<file path="src/sv/jhss_pkg.sv">
// Shared types and constants for the JPEG header size scanner.
`timescale 1ns / 1ps

package jhss_pkg;

    // Marker bytes
    localparam logic [7:0] MARK_PREFIX = 8'hFF;
    localparam logic [7:0] MARK_SOI    = 8'hD8;
    localparam logic [7:0] MARK_SOF_LO = 8'hC0;
    localparam logic [7:0] MARK_SOF_HI = 8'hCF;
    localparam logic [7:0] MARK_DHT    = 8'hC4;
    localparam logic [7:0] MARK_JPG    = 8'hC8;
    localparam logic [7:0] MARK_DAC    = 8'hCC;
    localparam logic [7:0] MARK_SOS    = 8'hDA;
    localparam logic [7:0] MARK_EOI    = 8'hD9;

    // Result status codes
    localparam logic [2:0] ST_FOUND   = 3'd0;
    localparam logic [2:0] ST_NOSOI   = 3'd1;
    localparam logic [2:0] ST_GARBAGE = 3'd2;
    localparam logic [2:0] ST_SCANEND = 3'd3;
    localparam logic [2:0] ST_BADLEN  = 3'd4;
    localparam logic [2:0] ST_TRUNC   = 3'd5;

    typedef struct packed {
        logic [7:0] data_byte;
        logic       start_of_stream;
        logic       end_of_data;
    } jhss_item_t;

    typedef struct packed {
        logic [2:0]  status;
        logic [15:0] frame_width;
        logic [15:0] frame_height;
    } jhss_result_t;

    // Start-of-frame markers: C0..CF except DHT, JPG and DAC
    function automatic logic is_sof(input logic [7:0] m);
        logic in_range;
        in_range = (m inside {[MARK_SOF_LO:MARK_SOF_HI]});
        return in_range && (m != MARK_DHT) && (m != MARK_JPG) && (m != MARK_DAC);
    endfunction

endpackage

</file>
<file path="src/sv/jhss_chan_if.sv">
// Valid/ready channel interfaces for scanner input bytes and results.
`timescale 1ns / 1ps

interface jhss_in_if;
    logic       valid;
    logic       ready;
    logic [7:0] data_byte;
    logic       start_of_stream;
    logic       end_of_data;

    modport source (output valid, data_byte, start_of_stream, end_of_data, input ready);
    modport sink   (input valid, data_byte, start_of_stream, end_of_data, output ready);
endinterface

interface jhss_out_if;
    logic        valid;
    logic        ready;
    logic [2:0]  status;
    logic [15:0] frame_width;
    logic [15:0] frame_height;

    modport source (output valid, status, frame_width, frame_height, input ready);
    modport sink   (input valid, status, frame_width, frame_height, output ready);
endinterface

</file>
<file path="src/sv/jhss_parser.sv">
// Marker parser state and per-byte next-state logic.
`timescale 1ns / 1ps

module jhss_parser
    import jhss_pkg::*;
(
    input  logic         clk,
    input  logic         rst_n,
    input  logic         step,
    input  jhss_item_t   item,
    output logic         hit,
    output jhss_result_t res
);

    typedef enum logic [14:0] {
        PH_SOI1    = 15'h0001,
        PH_SOI2    = 15'h0002,
        PH_FIND    = 15'h0004,
        PH_MARK    = 15'h0008,
        PH_FLEN_HI = 15'h0010,
        PH_FLEN_LO = 15'h0020,
        PH_PREC    = 15'h0040,
        PH_H_HI    = 15'h0080,
        PH_H_LO    = 15'h0100,
        PH_W_HI    = 15'h0200,
        PH_W_LO    = 15'h0400,
        PH_COMP    = 15'h0800,
        PH_SLEN_HI = 15'h1000,
        PH_SLEN_LO = 15'h2000,
        PH_SKIP    = 15'h4000
    } phase_t;

    phase_t      phase_reg,   phase_next,  phase_cur;
    logic        garbage_reg, garbage_next, garbage_cur;
    logic        done_reg,    done_next,    done_cur;
    logic [15:0] skip_reg,    skip_next,    skip_dec;
    logic [7:0]  hi_reg,      hi_next;
    logic [15:0] height_reg,  height_next;
    logic [15:0] width_reg,   width_next;
    logic [15:0] seg_len;
    logic [7:0]  b;

    assign b        = item.data_byte;
    assign seg_len  = {hi_reg, b};
    assign skip_dec = (skip_reg != 16'd0) ? (skip_reg - 16'd1) : skip_reg;

    always_comb
    begin
        // start flag restarts the parser before the byte is looked at
        phase_cur   = item.start_of_stream ? PH_SOI1 : phase_reg;
        garbage_cur = item.start_of_stream ? 1'b0 : garbage_reg;
        done_cur    = item.start_of_stream ? 1'b0 : done_reg;

        phase_next   = phase_cur;
        garbage_next = garbage_cur;
        done_next    = done_cur;
        skip_next    = skip_reg;
        hi_next      = hi_reg;
        height_next  = height_reg;
        width_next   = width_reg;
        hit          = 1'b0;
        res          = '{status: ST_FOUND, frame_width: 16'd0, frame_height: 16'd0};

        if (done_cur)
        begin
            // idle until next stream
        end
        else if (item.end_of_data)
        begin
            hit = 1'b1;
            res.status = ((phase_cur == PH_SOI1) || (phase_cur == PH_SOI2)) ?
                         ST_NOSOI : ST_TRUNC;
        end
        else
        begin
            case (phase_cur)
                PH_SOI1:
                begin
                    if (b != MARK_PREFIX)
                    begin
                        hit = 1'b1;
                        res.status = ST_NOSOI;
                    end
                    else
                        phase_next = PH_SOI2;
                end
                PH_SOI2:
                begin
                    if (b != MARK_SOI)
                    begin
                        hit = 1'b1;
                        res.status = ST_NOSOI;
                    end
                    else
                    begin
                        phase_next   = PH_FIND;
                        garbage_next = 1'b0;
                    end
                end
                PH_FIND:
                begin
                    if (b == MARK_PREFIX)
                        phase_next = PH_MARK;
                    else
                        garbage_next = 1'b1;
                end
                PH_MARK:
                begin
                    if (b == MARK_PREFIX)
                        phase_next = PH_MARK;   // fill byte
                    else if (garbage_cur)
                    begin
                        hit = 1'b1;
                        res.status = ST_GARBAGE;
                    end
                    else if (is_sof(b))
                        phase_next = PH_FLEN_HI;
                    else if ((b == MARK_SOS) || (b == MARK_EOI))
                    begin
                        hit = 1'b1;
                        res.status = ST_SCANEND;
                    end
                    else
                        phase_next = PH_SLEN_HI;
                end
                PH_FLEN_HI: phase_next = PH_FLEN_LO;
                PH_FLEN_LO: phase_next = PH_PREC;
                PH_PREC:    phase_next = PH_H_HI;
                PH_H_HI:
                begin
                    hi_next    = b;
                    phase_next = PH_H_LO;
                end
                PH_H_LO:
                begin
                    height_next = seg_len;
                    phase_next  = PH_W_HI;
                end
                PH_W_HI:
                begin
                    hi_next    = b;
                    phase_next = PH_W_LO;
                end
                PH_W_LO:
                begin
                    width_next = seg_len;
                    phase_next = PH_COMP;
                end
                PH_COMP:
                begin
                    hit = 1'b1;
                    res = '{status: ST_FOUND, frame_width: width_reg,
                            frame_height: height_reg};
                end
                PH_SLEN_HI:
                begin
                    hi_next    = b;
                    phase_next = PH_SLEN_LO;
                end
                PH_SLEN_LO:
                begin
                    if (seg_len < 16'd2)
                    begin
                        hit = 1'b1;
                        res.status = ST_BADLEN;
                    end
                    else
                    begin
                        skip_next    = seg_len - 16'd2;
                        garbage_next = 1'b0;
                        phase_next   = (seg_len == 16'd2) ? PH_FIND : PH_SKIP;
                    end
                end
                PH_SKIP:
                begin
                    skip_next = skip_dec;
                    if (skip_dec == 16'd0)
                    begin
                        garbage_next = 1'b0;
                        phase_next   = PH_FIND;
                    end
                end
                default: phase_next = PH_SOI1;
            endcase
        end

        if (hit)
            done_next = 1'b1;
    end

    always_ff @(posedge clk or negedge rst_n)
    begin
        if (!rst_n)
        begin
            phase_reg   <= PH_SOI1;
            garbage_reg <= 1'b0;
            done_reg    <= 1'b0;
        end
        else if (step)
        begin
            phase_reg   <= phase_next;
            garbage_reg <= garbage_next;
            done_reg    <= done_next;
        end
    end

    // field holds: always written before being read within a stream
    always_ff @(posedge clk)
    begin
        if (step)
        begin
            skip_reg   <= skip_next;
            hi_reg     <= hi_next;
            height_reg <= height_next;
            width_reg  <= width_next;
        end
    end

endmodule

</file>
<file path="src/sv/jpeg_header_size_scanner_core.sv">
// Top level of the JPEG header size scanner.
// Takes a JPEG file one byte per request on "item" and returns one result per
// stream on "result": status, frame width and frame height from the first
// start-of-frame header. The stream must open with FF D8; other segments are
// skipped by their length field; garbage before a marker, a scan or end
// marker, a length below two or an early end of data each end the scan with
// their own status. After a result the block drops everything until a byte
// flagged start_of_stream. Throughput is one byte per clock while the sink
// takes results: the byte lands in an input register, then the parser updates
// its phase and counter as any result is loaded into the output register.
// While a result waits on a stalled sink, one further byte is held in the
// input register; the sink's ready feeds straight through to item.ready. Out
// of reset the parser expects the start marker as if a stream had just begun.
`timescale 1ns / 1ps

module jpeg_header_size_scanner_core
    import jhss_pkg::*;
(
    input  logic              clk,
    input  logic              rst_n,
    jhss_in_if.sink           item,
    jhss_out_if.source        result
);

    logic         in_valid_reg;
    jhss_item_t   in_reg;
    logic         out_valid_reg;
    jhss_result_t out_reg;

    logic         advance;
    logic         step;
    logic         hit;
    jhss_result_t res;

    // the input stage moves on whenever the output register is free or draining
    assign advance    = !out_valid_reg || result.ready;
    assign step       = in_valid_reg && advance;
    assign item.ready = !in_valid_reg || advance;

    always_ff @(posedge clk or negedge rst_n)
    begin
        if (!rst_n)
            in_valid_reg <= 1'b0;
        else if (item.ready)
            in_valid_reg <= item.valid;
    end

    always_ff @(posedge clk)
    begin
        if (item.ready && item.valid)
            in_reg <= '{data_byte: item.data_byte,
                        start_of_stream: item.start_of_stream,
                        end_of_data: item.end_of_data};
    end

    jhss_parser u_parser (
        .clk   (clk),
        .rst_n (rst_n),
        .step  (step),
        .item  (in_reg),
        .hit   (hit),
        .res   (res)
    );

    always_ff @(posedge clk or negedge rst_n)
    begin
        if (!rst_n)
            out_valid_reg <= 1'b0;
        else if (advance)
            out_valid_reg <= step && hit;
    end

    always_ff @(posedge clk)
    begin
        if (step && hit)
            out_reg <= res;
    end

    assign result.valid        = out_valid_reg;
    assign result.status       = out_reg.status;
    assign result.frame_width  = out_reg.frame_width;
    assign result.frame_height = out_reg.frame_height;

endmodule

</file>
<file path="src/flat_wrapper.sv">
// flat-port wrapper written by rule: the top's interface ports become plain ports
module jpeg_header_size_scanner_core_flat import jhss_pkg::*;
  (clk, rst_n, item_valid, item_data_byte, item_start_of_stream, item_end_of_data, item_ready, result_valid, result_status, result_frame_width, result_frame_height, result_ready);
  jhss_in_if item_i ();
  jhss_out_if result_i ();
  input  logic clk;
  input  logic rst_n;
  input wire logic [$bits(item_i.valid)-1:0] item_valid;
  input wire logic [$bits(item_i.data_byte)-1:0] item_data_byte;
  input wire logic [$bits(item_i.start_of_stream)-1:0] item_start_of_stream;
  input wire logic [$bits(item_i.end_of_data)-1:0] item_end_of_data;
  output wire logic [$bits(item_i.ready)-1:0] item_ready;
  output wire logic [$bits(result_i.valid)-1:0] result_valid;
  output wire logic [$bits(result_i.status)-1:0] result_status;
  output wire logic [$bits(result_i.frame_width)-1:0] result_frame_width;
  output wire logic [$bits(result_i.frame_height)-1:0] result_frame_height;
  input wire logic [$bits(result_i.ready)-1:0] result_ready;
  assign item_i.valid = item_valid;
  assign item_i.data_byte = item_data_byte;
  assign item_i.start_of_stream = item_start_of_stream;
  assign item_i.end_of_data = item_end_of_data;
  assign item_ready = item_i.ready;
  assign result_valid = result_i.valid;
  assign result_status = result_i.status;
  assign result_frame_width = result_i.frame_width;
  assign result_frame_height = result_i.frame_height;
  assign result_i.ready = result_ready;
  jpeg_header_size_scanner_core u_core (.clk(clk), .rst_n(rst_n), .item(item_i), .result(result_i));
endmodule
</file>
<file path="config.mk">
export PLATFORM = sky130hd
export DESIGN_NAME = jpeg_header_size_scanner_core_flat
export DESIGN_NICKNAME = d
export VERILOG_FILES = /design/src/sv/jhss_pkg.sv /design/src/sv/jhss_chan_if.sv /design/src/sv/jhss_parser.sv /design/src/sv/jpeg_header_size_scanner_core.sv /design/src/flat_wrapper.sv
export SDC_FILE = /design/constraint.sdc
export NUM_CORES = 1
export LEC_CHECK = 0
export ABC_AREA = 1
export ABC_CLOCK_PERIOD_IN_PS = 4040
export BUFFER_PORTS_ARGS = -buffer_cell sky130_fd_sc_hd__buf_4
export CAP_MARGIN = 20
export CORE_ASPECT_RATIO = 0.8
export CORE_UTILIZATION = 55
export DETAILED_ROUTE_END_ITERATION = 16
export GPL_ROUTABILITY_DRIVEN = 1
export PLACE_DENSITY = 0.74
export RECOVER_POWER = 50
export SETUP_SLACK_MARGIN = 0.05
export SYNTH_ARGS = -nofsm -noshare
export SYNTH_HDL_FRONTEND = slang
export SYNTH_HIERARCHICAL = 1
export SYNTH_SLANG_ARGS = --single-unit
</file>
<file path="constraint.sdc">
create_clock -name clk -period 4.04 [get_ports clk]
set_input_delay 0.808 -clock clk [delete_from_list [all_inputs] [get_ports clk]]
set_output_delay 0.808 -clock clk [all_outputs]
set_load 0.05 [all_outputs]
</file>
# Word level (Yosys, flattened, before mapping)
# Cells that the tools add are included.
# totals
input_bits	14
mem_bits_ro	0
latch_bits	0
ff_bits	120
mem_count	0
word_cells	117
ramBits	0
output_inout_bits	37
# op_classes
shifts	0
mux	47
n_reduce_logical	22
bitwise_logic	3
eq_ne	25
multipliers	0
order_cmp	3
add_sub_neg	2
div_mod_pow	0
# ops
op	count
15-bit case mux with 15 select lines	1
15-bit 2-to-1 mux	13
8-bit inequality test (second input constant)	5
16-bit 2-to-1 mux	2
16-bit case mux with 2 select lines	1
8-bit equality test (second input constant)	3
1-bit 2-to-1 mux	20
16-bit by 2-bit equality test with 1-bit output (second input constant)	1
16-bit zero test	1
16-bit by 2-bit less-than comparator with 1-bit output (second input constant)	1
16-bit nonzero test	1
16-bit by 1-bit subtractor with 16-bit output (second input constant)	1
16-bit by 2-bit subtractor with 16-bit output (second input constant)	1
15-bit by 1-bit equality test with 1-bit output (second input constant)	1
15-bit by 10-bit equality test with 1-bit output (second input constant)	1
15-bit by 11-bit equality test with 1-bit output (second input constant)	1
15-bit by 12-bit equality test with 1-bit output (second input constant)	1
15-bit by 13-bit equality test with 1-bit output (second input constant)	1
15-bit by 14-bit equality test with 1-bit output (second input constant)	1
15-bit equality test (second input constant)	1
15-bit by 2-bit equality test with 1-bit output (second input constant)	1
15-bit by 3-bit equality test with 1-bit output (second input constant)	1
15-bit by 4-bit equality test with 1-bit output (second input constant)	1
15-bit by 5-bit equality test with 1-bit output (second input constant)	1
other kinds (20)	40

# Logic depth before layout (Yosys ltp)
# Gate-level depths: netlist (run 1).
# logic_depth
ltp_word	12
depth_mapped	19

# Cells and area by module
# The synthesis (run 1) kept the hierarchy.
# modules_own_cells
module	n_inst	area_per_inst_um2	cells_per_inst
jhss_parser	1	4961.0	678
jpeg_header_size_scanner_core	1	1457.6	60

# Worst setup path before layout (run 1)
# No wires, ideal clock.
# synth_timing
path_type	register to register
from	register u_core/in_reg[1] in the netlist's numbering
to	register u_core.out_reg, in the netlist u_core/result.frame_height[0] (enable)
t_arrival_ns	3.153
setup_slack_ns	0.460
path_stages_with_launch	16
setup_time_ns	0.427
period_less_slack_ns	3.580
path_cell_list	edfxtp_1 inv_2 buf_6 nand2_4 nand3_4 nor2_8 nand3_1 a21oi_1 inv_1 nand2_1 nor3b_1 nand2_1 nand2_1 inv_1 inv_1 nor2_1
# synth_between
elab_chain_len	7
elab_cells_between_ends	14
# synth_rtl
item	line_no	rtl
start, declared	jpeg_header_size_scanner_core.sv:26	jhss_item_t in_reg;
start signal, assigned	jpeg_header_size_scanner_core.sv:51	in_reg <= '{data_byte: item.data_byte,
parallel branches: the longest is 5 deep, another holds 15-bit 2-to-1 mux	-	
1-bit 2-to-1 mux (*)	jhss_parser.sv:64	if (done_cur)
net u_core.hit	jpeg_header_size_scanner_core.sv:32	logic hit;
1-bit logical AND (*)	jpeg_header_size_scanner_core.sv:75	if (step && hit)
end signal, assigned	jpeg_header_size_scanner_core.sv:76	out_reg <= res;
end, declared	jpeg_header_size_scanner_core.sv:28	jhss_result_t out_reg;
# Mark *: on every way through the listed nets, which the timed path passes.
# A chain may end at the register's enable or synchronous reset.

# Final worst setup path (run 1)
# layout_timing
from	register u_core/in_reg[1] in the netlist's numbering
to	register u_core.out_reg, in the netlist u_core/result.frame_width[9] (enable)
# Same word-level chain as after synthesis.

==> impl_metrics.prom, run 1 <==
# TYPE chip_impl_metric gauge
chip_impl_info{name="status",value="complete, no violations"} 1
chip_impl_metric{name="mappedNetlistArea",unit="µm²"} 6420
chip_impl_metric{name="clock_transition_at_the_registers_of_the_reported_paths",unit="ps"} 60
chip_impl_metric{name="timing.final.hold_violations",unit=""} 0
chip_impl_metric{name="final.setup_skew",unit="ps"} 9.15
chip_impl_metric{name="postRouteWirelength",unit="mm"} 15.5
chip_impl_metric{name="max_slew_margin",unit="%"} 3.71
chip_impl_metric{name="number_of_enable_flip_flop_cells_after_synthesis",unit=""} 101
chip_impl_metric{name="worst_hold_path.num_cells",unit=""} 2
chip_impl_metric{name="chipHeight",unit="µm"} 98.6
chip_impl_metric{name="yosys.cell_types.count",unit=""} 43
chip_impl_metric{name="postSynthRegisterBits",unit=""} 120
chip_impl_info{name="setup.worst_path.start_class",value="register"} 1
chip_impl_metric{name="synth.yosys.warnings",unit=""} 6
chip_impl_metric{name="global_route.usage.met3",unit="%"} 6.37
chip_impl_metric{name="timing.final.crit_share",unit="%"} 83.6
chip_impl_metric{name="synthesized_area_divided_by_synthesized_cell_count",unit="µm²"} 8.70
chip_impl_metric{name="route.detailed.drc",unit=""} 0
chip_impl_metric{name="cell_rows",unit=""} 34
chip_impl_metric{name="first_pass_grt_wire_length",unit="mm"} 25.1
chip_impl_metric{name="clkLatencyLatePin",unit="ps"} 410
chip_impl_metric{name="pin_count_of_the_biggest_net_entering_global_routing",unit=""} 36
chip_impl_metric{name="routed-via-count",unit=""} 5313
chip_impl_metric{name="part_of_the_yosys_area_used_for_sequential_elements",unit="%"} 54.7
chip_impl_metric{name="fillers",unit=""} 911
chip_impl_metric{name="top_level_ports",unit=""} 51
chip_impl_info{name="tritoncts_clock_tree",value="built"} 1
chip_impl_info{name="rsz_0062_raised_after_global_routing",value="false"} 1
chip_impl_metric{name="grt_pass1_vias",unit=""} 5220
chip_impl_metric{name="multi_input_gate_area",unit="µm²"} 2450
chip_impl_metric{name="sequential_cell_area",unit="µm²"} 3510
chip_impl_metric{name="drt-wirelength-per-cell",unit="µm"} 16.3
chip_impl_info{name="grt_busiest_layer",value="met2"} 1
chip_impl_metric{name="length_in_cells_of_the_worst_reg_to_reg_path",unit=""} 15
chip_impl_metric{name="core",unit="µm²"} 11100
chip_impl_info{name="synthFlopType",value="sky130_fd_sc_hd__edfxtp_1"} 1
chip_impl_info{name="critical_path_class",value="reg -> reg"} 1
chip_impl_metric{name="area_growth_from_synthesis_to_layout",unit="%"} 14.8
chip_impl_metric{name="worst_ep_arrival_time",unit="ps"} 3430
chip_impl_metric{name="synth_top_cell_area_share",unit="%"} 47.3
chip_impl_metric{name="place_congestion",unit=""} 0.956
chip_impl_metric{name="synthesis.instances",unit=""} 738
chip_impl_metric{name="path_max_fanout",unit=""} 35
chip_impl_metric{name="globalRouteMet1Util",unit="%"} 35.7
chip_impl_metric{name="final_period_minus_worst_setup_slack",unit="ps"} 3380
chip_impl_metric{name="cts_resized",unit=""} 0
chip_impl_metric{name="worstMarginPinSlew",unit="ps"} 1440
chip_impl_info{name="synth_top_area_cell",value="sky130_fd_sc_hd__edfxtp_1"} 1
chip_impl_metric{name="fmaxAchievable",unit="MHz"} 296
chip_impl_info{name="r2r_start",value="u_core/in_reg[1]"} 1
chip_impl_info{name="setup.worst_path.end",value="u_core/result.frame_width[9]"} 1
chip_impl_metric{name="fin_tns_setup",unit="ps"} 0
chip_impl_metric{name="totalPowerFinal",unit="W"} 0.00357
chip_impl_info{name="worstHoldStart",value="u_core/u_parser/phase_reg[0]"} 1
chip_impl_metric{name="clock-sinks",unit=""} 120
chip_impl_metric{name="p_leak",unit="nW"} 3.11
chip_impl_metric{name="final_report_max_slew_violation_count",unit=""} 0
chip_impl_metric{name="cts_inserted_buffers",unit=""} 17
chip_impl_metric{name="avgViaCountPerCell",unit=""} 5.57
chip_impl_metric{name="antenna_cells",unit=""} 0
chip_impl_metric{name="cp_data_required_time",unit="ps"} 4090
chip_impl_metric{name="die-width",unit="µm"} 123
chip_impl_metric{name="cts_htree_levels",unit=""} 4
chip_impl_metric{name="synth.net_count",unit=""} 755
chip_impl_metric{name="setup_viol_count_final",unit=""} 0
chip_impl_metric{name="max-clock-path-buffers",unit=""} 2
chip_impl_metric{name="fin_nets",unit=""} 814
chip_impl_metric{name="cts_hold_buffers",unit=""} 0
chip_impl_info{name="reg2reg_to",value="u_core/result.frame_width[9]"} 1
chip_impl_metric{name="drive_gt1_share",unit="%"} 11.1
chip_impl_metric{name="power.ir.vdd_worst",unit="V"} 0.000403
chip_impl_info{name="min-delay-path-class",value="reg -> reg"} 1
chip_impl_info{name="post_synth_main_area_contributors",value="sky130_fd_sc_hd__edfxtp_1 (47%), sky130_fd_sc_hd__nand2_1 (11%), sky130_fd_sc_hd__nor2_1 (7.4%), sky130_fd_sc_hd__dfrtp_1 (7.0%), sky130_fd_sc_hd__inv_1 (5.1%)"} 1
chip_impl_metric{name="gr-total-overflow",unit=""} 0
chip_impl_metric{name="drtIter0Drc",unit=""} 527
chip_impl_metric{name="grt_antenna_before_repair",unit=""} 0
chip_impl_metric{name="globalRouteMet2Util",unit="%"} 43.9
chip_impl_info{name="cts.root.buffer_cell",value="sky130_fd_sc_hd__clkbuf_16"} 1
chip_impl_metric{name="cts_setup_buffers",unit=""} 0
chip_impl_metric{name="full_die_area",unit="µm²"} 12100
chip_impl_metric{name="total_global_route_track_usage",unit="%"} 27.5
chip_impl_metric{name="effective_utilization_at_floorplan",unit="%"} 57.8
chip_impl_info{name="category_of_the_worst_setup_path_capture_point",value="register"} 1
chip_impl_metric{name="portBuffers",unit=""} 50
chip_impl_metric{name="r2r_setup_slack",unit="ps"} 660
chip_impl_metric{name="max-cap-violations",unit=""} 0
chip_impl_metric{name="post-dp-hpwl",unit="mm"} 11.1
chip_impl_metric{name="p_per_area",unit="nW/µm²"} 484
chip_impl_metric{name="share_of_flip_flops_with_an_asynchronous_set_or_reset",unit="%"} 15.8
chip_impl_info{name="crit_start",value="u_core/in_reg[1]"} 1
chip_impl_metric{name="detail_route.first_pass.iterations",unit=""} 5
chip_impl_metric{name="antenna_left",unit=""} 0
-- layout by cell type (no fill, tap or decap), types with 10 or more instances in the layout --
cell type                   count
sky130_fd_sc_hd__a21oi_1       25
sky130_fd_sc_hd__a31oi_1       10
sky130_fd_sc_hd__clkbuf_1      39
sky130_fd_sc_hd__clkbuf_16     17
sky130_fd_sc_hd__clkbuf_4      11
sky130_fd_sc_hd__dfrtp_1       18
sky130_fd_sc_hd__edfxtp_1     101
sky130_fd_sc_hd__inv_1         88
sky130_fd_sc_hd__nand2_1      193
sky130_fd_sc_hd__nand3_1       41
sky130_fd_sc_hd__nand4_1       11
sky130_fd_sc_hd__nor2_1       124
sky130_fd_sc_hd__nor3_1        13
sky130_fd_sc_hd__o21ai_0       25
-- worst max-delay path, cell delays in order (launching register included) --
cell and delay (ps):
sky130_fd_sc_hd__edfxtp_1 410, sky130_fd_sc_hd__inv_2 220, sky130_fd_sc_hd__nand2_1 280, sky130_fd_sc_hd__nand3_1 400
sky130_fd_sc_hd__nor2_8 280, sky130_fd_sc_hd__nand3_1 200, sky130_fd_sc_hd__a21oi_1 220, sky130_fd_sc_hd__inv_1 80
sky130_fd_sc_hd__nand2_1 80, sky130_fd_sc_hd__nor3b_1 50, sky130_fd_sc_hd__nand2_1 90, sky130_fd_sc_hd__nand2_1 60
sky130_fd_sc_hd__inv_1 60, sky130_fd_sc_hd__inv_1 60, sky130_fd_sc_hd__nor2_2 100, sky130_fd_sc_hd__buf_4 400
-- power breakdown --
group          switching [W]  leakage (nW)  internal, W
Combinational       0.000402          1.67     0.000131
Clock               0.000563         0.287     0.000970
Sequential         0.0000694          1.15      0.00143
-- Yosys cell counts, types with 2 or more instances --
cell type	n
sky130_fd_sc_hd__nand2_1	192
sky130_fd_sc_hd__nor2_1	126
sky130_fd_sc_hd__edfxtp_1	101
sky130_fd_sc_hd__inv_1	87
sky130_fd_sc_hd__nand3_1	39
sky130_fd_sc_hd__a21oi_1	25
sky130_fd_sc_hd__o21ai_0	24
sky130_fd_sc_hd__dfrtp_1	18
sky130_fd_sc_hd__nor3_1	13
sky130_fd_sc_hd__clkbuf_1	11
sky130_fd_sc_hd__nand4_1	11
sky130_fd_sc_hd__a31oi_1	10
sky130_fd_sc_hd__xnor2_1	8
sky130_fd_sc_hd__xor2_1	7
sky130_fd_sc_hd__nor2_2	6
sky130_fd_sc_hd__a21oi_2	5
sky130_fd_sc_hd__a22oi_2	5
sky130_fd_sc_hd__buf_6	5
sky130_fd_sc_hd__nand2_2	5
sky130_fd_sc_hd__nand3_2	5
sky130_fd_sc_hd__ha_1	3
sky130_fd_sc_hd__inv_2	3
sky130_fd_sc_hd__nand2_4	3
sky130_fd_sc_hd__o21ai_2	3
sky130_fd_sc_hd__a22oi_1	2
sky130_fd_sc_hd__nor2_4	2
sky130_fd_sc_hd__o21ai_1	2
sky130_fd_sc_hd__o31ai_1	2
-- layer usage --
metal	part of all wire, %	up-vias	wire, µm
li1	-	2558	-
met1	43	2468	6700
met2	47	259	7370
met3	7.7	28	1200
met4	1.8	0	280
met5	0	-	0
-- cell type report --
class                           count  area share, %
Sequential cell                   120           47.6
Multi-Input combinational cell    510           33.3
Clock buffer                       17           5.77
Inverter                           91           4.64
Timing Repair Buffer               57           3.82
Tap cell                          144           2.45
Clock inverter                     15           2.38
-- cells by family (layout without fill, tap and decap cells) --
logic type	count (synthesis)	in the layout	share of synthesized area, %
simple gates	410	410	27.7
flops	120	120	54.7
buf+inv	108	180	6.92
compound gates	82	82	8.07
xor+xnor	15	15	2.05
fa+ha+maj	3	3	0.585
-- how the worst min path moves through the flow --
| stage | end |
|---|---|
| finish | u_core/u_parser/phase_reg[0] |
| global route | u_core/u_parser/phase_reg[0] |
| CTS | u_core/u_parser/phase_reg[6] |
| detailed placement | u_core/u_parser/phase_reg[0] |
| global placement | u_core/u_parser/phase_reg[0] |
| floorplan | u_core/u_parser/phase_reg[0] |
-- through the flow --
step / hold WS [ps] / instance area [µm²] / instances / util, % / setup slack, ps
6_report: 504 / 7370 / 954 / 66.4 / 664
5_1_grt: 524 / 7370 / 954 / 66.4 / 334
4_1_cts: 260 / 7530 / 954 / 67.9 / 923
3_5_place_dp: 488 / 6930 / 922 / 62.5 / 991
3_3_place_gp: 483 / 6930 / 922 / 62.5 / 1080
2_1_floorplan: 456 / 6420 / 738 / - / 460
Power figures use the tool's default switching activity.
==> run 2: changes to the inputs <==
--- a/config.mk
+++ b/config.mk
@@ -5,8 +5,8 @@
 export SDC_FILE = /design/constraint.sdc
 export NUM_CORES = 1
 export LEC_CHECK = 0
-export ABC_AREA = 1
-export ABC_CLOCK_PERIOD_IN_PS = 4040
+export ABC_AREA = 0
+export ABC_CLOCK_PERIOD_IN_PS = 3400
 export BUFFER_PORTS_ARGS = -buffer_cell sky130_fd_sc_hd__buf_4
 export CAP_MARGIN = 20
 export CORE_ASPECT_RATIO = 0.8
==> constraint.sdc (replaced) <==
create_clock -name clk -period 3.4 [get_ports clk]
set_input_delay 0.68 -clock clk [delete_from_list [all_inputs] [get_ports clk]]
set_output_delay 0.68 -clock clk [all_outputs]
set_load 0.05 [all_outputs]
==> run 2 against run 1 <==
Net effect: final area down 7.2%; clock-buffer cell count up 1; non-clock buffer count up 13; largest power group is now registers; critical path type unchanged; register-to-register slack worse by 400 ps.
==> impl_metrics.prom, run 2 <==
# TYPE chip_impl_metric gauge
chip_impl_metric{name="setup_viol_count_final",unit=""} 0
chip_impl_metric{name="cts_setup_buffers",unit=""} 0
chip_impl_metric{name="top_level_ports",unit=""} 51
chip_impl_metric{name="fin_nets",unit=""} 579
chip_impl_info{name="mostFrequentLayoutCell",value="sky130_fd_sc_hd__edfxtp_1"} 1
chip_impl_info{name="post_synth_main_area_contributors",value="sky130_fd_sc_hd__edfxtp_1 (52%), sky130_fd_sc_hd__dfrtp_1 (7.7%), sky130_fd_sc_hd__and2_1 (3.7%), sky130_fd_sc_hd__nor2_1 (3.2%), sky130_fd_sc_hd__a21oi_1 (2.0%)"} 1
chip_impl_metric{name="post-dp-hpwl",unit="mm"} 8.89
chip_impl_metric{name="effective_utilization_at_floorplan",unit="%"} 56.6
chip_impl_metric{name="drtIter0Drc",unit=""} 386
chip_impl_metric{name="mappedNetlistArea",unit="µm²"} 5820
chip_impl_metric{name="fin_tns_setup",unit="ps"} 0
chip_impl_metric{name="clkLatencyLatePin",unit="ps"} 420
chip_impl_metric{name="final_period_minus_worst_setup_slack",unit="ps"} 3140
chip_impl_metric{name="detail_route.first_pass.iterations",unit=""} 6
chip_impl_metric{name="worst_ep_arrival_time",unit="ps"} 3250
chip_impl_metric{name="path_max_fanout",unit=""} 35
chip_impl_metric{name="finalCoreUtilization",unit="%"} 66.5
chip_impl_metric{name="portBuffers",unit=""} 50
chip_impl_metric{name="full_die_area",unit="µm²"} 11000
chip_impl_metric{name="pin_count_of_the_biggest_net_entering_global_routing",unit=""} 36
chip_impl_metric{name="avgViaCountPerCell",unit=""} 5.91
chip_impl_metric{name="cts_resized",unit=""} 0
chip_impl_info{name="final_cell_mix",value="sky130_fd_sc_hd__edfxtp_1 (101), sky130_fd_sc_hd__nor2_1 (49), sky130_fd_sc_hd__clkbuf_1 (44)"} 1
chip_impl_info{name="crit_start",value="u_core/u_parser/hi_reg[2]"} 1
chip_impl_metric{name="timing.final.hold_violations",unit=""} 0
chip_impl_metric{name="cts_inserted_buffers",unit=""} 17
chip_impl_info{name="critical_path_class",value="reg -> reg"} 1
chip_impl_metric{name="cell_rows",unit=""} 33
chip_impl_info{name="rsz_0062_raised_after_global_routing",value="false"} 1
chip_impl_metric{name="max-cap-violations",unit=""} 0
chip_impl_info{name="setup.worst_path.end",value="u_core/result.frame_width[12]"} 1
chip_impl_info{name="cts.root.buffer_cell",value="sky130_fd_sc_hd__clkbuf_16"} 1
chip_impl_metric{name="first_pass_grt_wire_length",unit="mm"} 20.3
chip_impl_metric{name="antenna_left",unit=""} 0
chip_impl_info{name="category_of_the_worst_setup_path_capture_point",value="register"} 1
chip_impl_metric{name="finalWorstSetupSlack",unit="ps"} 260
chip_impl_metric{name="area_growth_from_synthesis_to_layout",unit="%"} 17.5
chip_impl_metric{name="antenna_cells",unit=""} 0
chip_impl_metric{name="synth_top_cell_area_share",unit="%"} 52.1
chip_impl_metric{name="power.ir.vdd_worst",unit="V"} 0.000372
chip_impl_metric{name="synthesis.instances",unit=""} 496
chip_impl_metric{name="placed_area",unit="µm²"} 6440
chip_impl_metric{name="fmaxAchievable",unit="MHz"} 318
chip_impl_metric{name="core",unit="µm²"} 10300
chip_impl_metric{name="place_congestion",unit=""} 0.943
chip_impl_info{name="status",value="complete, no violations"} 1
chip_impl_metric{name="worstMarginPinSlew",unit="ps"} 1160
chip_impl_metric{name="synth.yosys.warnings",unit=""} 6
chip_impl_metric{name="cts_htree_levels",unit=""} 4
chip_impl_metric{name="final.setup_skew",unit="ps"} 10.5
chip_impl_metric{name="synthesized_area_divided_by_synthesized_cell_count",unit="µm²"} 11.7
chip_impl_metric{name="max_slew_margin",unit="%"} 22.7
chip_impl_metric{name="clock_transition_at_the_registers_of_the_reported_paths",unit="ps"} 60
chip_impl_metric{name="cts_hold_buffers",unit=""} 0
chip_impl_metric{name="fillers",unit=""} 800
chip_impl_metric{name="p_leak",unit="nW"} 2.41
chip_impl_info{name="synth_top_area_cell",value="sky130_fd_sc_hd__edfxtp_1"} 1
chip_impl_metric{name="timing.final.crit_share",unit="%"} 92.4
chip_impl_metric{name="postSynthRegisterBits",unit=""} 120
chip_impl_metric{name="final_report_max_slew_violation_count",unit=""} 0
chip_impl_info{name="synthFlopType",value="sky130_fd_sc_hd__edfxtp_1"} 1
chip_impl_info{name="tritoncts_clock_tree",value="built"} 1
chip_impl_metric{name="gr-total-overflow",unit=""} 0
chip_impl_metric{name="drt-wirelength-per-cell",unit="µm"} 17.9
chip_impl_metric{name="cp_data_required_time",unit="ps"} 3510
chip_impl_metric{name="number_of_enable_flip_flop_cells_after_synthesis",unit=""} 101
chip_impl_metric{name="final_area",unit="µm²"} 6840
chip_impl_metric{name="part_of_the_yosys_area_used_for_sequential_elements",unit="%"} 60.3
chip_impl_info{name="min-delay-path-class",value="in -> reg"} 1
chip_impl_metric{name="postRouteWirelength",unit="mm"} 12.8
chip_impl_metric{name="clock-sinks",unit=""} 120
chip_impl_metric{name="r2r_setup_slack",unit="ps"} 260
chip_impl_metric{name="hold_slack",unit="ps"} 460
chip_impl_info{name="synth.cells.most_frequent",value="sky130_fd_sc_hd__edfxtp_1 (101), sky130_fd_sc_hd__nor2_1 (49), sky130_fd_sc_hd__and2_1 (34)"} 1
chip_impl_metric{name="place_ws",unit="ps"} 322
chip_impl_metric{name="route.detailed.drc",unit=""} 0
chip_impl_metric{name="routed-via-count",unit=""} 4223
chip_impl_metric{name="die-width",unit="µm"} 117
chip_impl_info{name="yosysMostFrequentCell",value="sky130_fd_sc_hd__edfxtp_1"} 1
chip_impl_metric{name="max-clock-path-buffers",unit=""} 2
chip_impl_metric{name="total_global_route_track_usage",unit="%"} 25.4
chip_impl_info{name="setup.worst_path.start_class",value="register"} 1
chip_impl_metric{name="drive_gt1_share",unit="%"} 13.2
chip_impl_metric{name="length_in_cells_of_the_worst_reg_to_reg_path",unit=""} 9
chip_impl_metric{name="share_of_flip_flops_with_an_asynchronous_set_or_reset",unit="%"} 15.8
chip_impl_metric{name="p_per_area",unit="nW/µm²"} 591
chip_impl_metric{name="yosys.cell_types.count",unit=""} 71
chip_impl_metric{name="grt_pass1_vias",unit=""} 3801
chip_impl_info{name="r2r_start",value="u_core/u_parser/hi_reg[2]"} 1
chip_impl_metric{name="synth.net_count",unit=""} 513
chip_impl_info{name="reg2reg_to",value="u_core/result.frame_width[12]"} 1
chip_impl_metric{name="chipHeight",unit="µm"} 94.0
chip_impl_metric{name="grt_antenna_before_repair",unit=""} 0
-- run 2: cell types whose count changed in the layout (fill, tap and decap cells not counted), moves of 7 or more --
cell                      change
sky130_fd_sc_hd__nor2b_1     +10
sky130_fd_sc_hd__nor2_1      -75
sky130_fd_sc_hd__nor2_2       -8
sky130_fd_sc_hd__inv_1       -78
sky130_fd_sc_hd__nand3_1     -31
sky130_fd_sc_hd__nand4_1      -7
sky130_fd_sc_hd__or4_1        +9
sky130_fd_sc_hd__and2_1      +34
sky130_fd_sc_hd__nor3_1       +9
sky130_fd_sc_hd__nor4_1      +11
sky130_fd_sc_hd__nand2_1    -164
sky130_fd_sc_hd__buf_4        +9
-- run 2: layout make-up --
cell class | count | area (µm²) | share of cell area (%)
inverter | 10 | 37.5 | 0.549
clock inverter | 14 | 146 | 2.14
clock buffer | 18 | 429 | 6.28
timing repair buffer | 70 | 377 | 5.51
sequential | 120 | 3510 | 51.3
multi-input combinational | 343 | 2160 | 31.7
tap | 140 | 175 | 2.56
-- run 2: how the worst min path moves through the flow --
stage	start	end	slack [ps]	cells after the start
after CTS	rst_n	u_core/u_parser/phase_reg[1]	140	1
after floorplan	rst_n	u_core/in_valid_reg	380	0
after global routing	item_data_byte[3]	u_core/in_reg[5]	450	1
after global placement	u_core/u_parser/width_reg[4]	u_core/result.frame_width[4]	500	1
after detailed placement	u_core/u_parser/height_reg[1]	u_core/result.frame_height[1]	500	1
final	item_valid	u_core/in_valid_reg	460	2
-- run 2: logic make-up (layout without fill, tap and decap cells) --
family                     after synthesis  count (layout)  share of synthesized area, %
muxes                                    3               3                         0.516
xor gates and xnor gates                18              18                          2.71
AOI/OAI and AO/OA                       89              89                          10.6
buffers and inverters                   33             112                          2.41
DFF                                    120             120                          60.3
adders and majority gates                3               3                         0.645
and+or+nand+nor                        230             230                          22.8
-- run 2: power breakdown --
part           total [W]  switching, W  internal (W)
Clock            0.00173      0.000653       0.00108
Sequential       0.00176     0.0000611       0.00170
Combinational   0.000544      0.000413      0.000131
-- run 2: metrics by stage --
stage,total power [W],std cells
after floorplan,0.00220,496
after global placement,0.00239,683
after detailed placement,0.00239,683
after CTS,0.00412,715
after global routing,0.00418,715
final,0.00404,715
-- run 2: critical path: stages, from the launching register on --
cell and delay, ps:
sky130_fd_sc_hd__edfxtp_1 460, sky130_fd_sc_hd__or4_4 580, sky130_fd_sc_hd__or4_1 480, sky130_fd_sc_hd__nor3_1 300, sky130_fd_sc_hd__nand2_1 220, sky130_fd_sc_hd__nand4_1 190, sky130_fd_sc_hd__nor2b_1 150, sky130_fd_sc_hd__nand2_1 100
sky130_fd_sc_hd__nor2b_4 140, sky130_fd_sc_hd__buf_12 200
-- run 2: per-layer routing --
layer / up-vias / wire [µm] / share of wire (%) / global-route usage (%)
li1: 2007 / - / - / -
met5: - / 0 / 0 / 0
met3: 21 / 894 / 7.0 / 6.45
met4: 0 / 229 / 1.8 / 9.92
met2: 186 / 5780 / 45 / 37.4
met1: 2009 / 5860 / 46 / 36.1
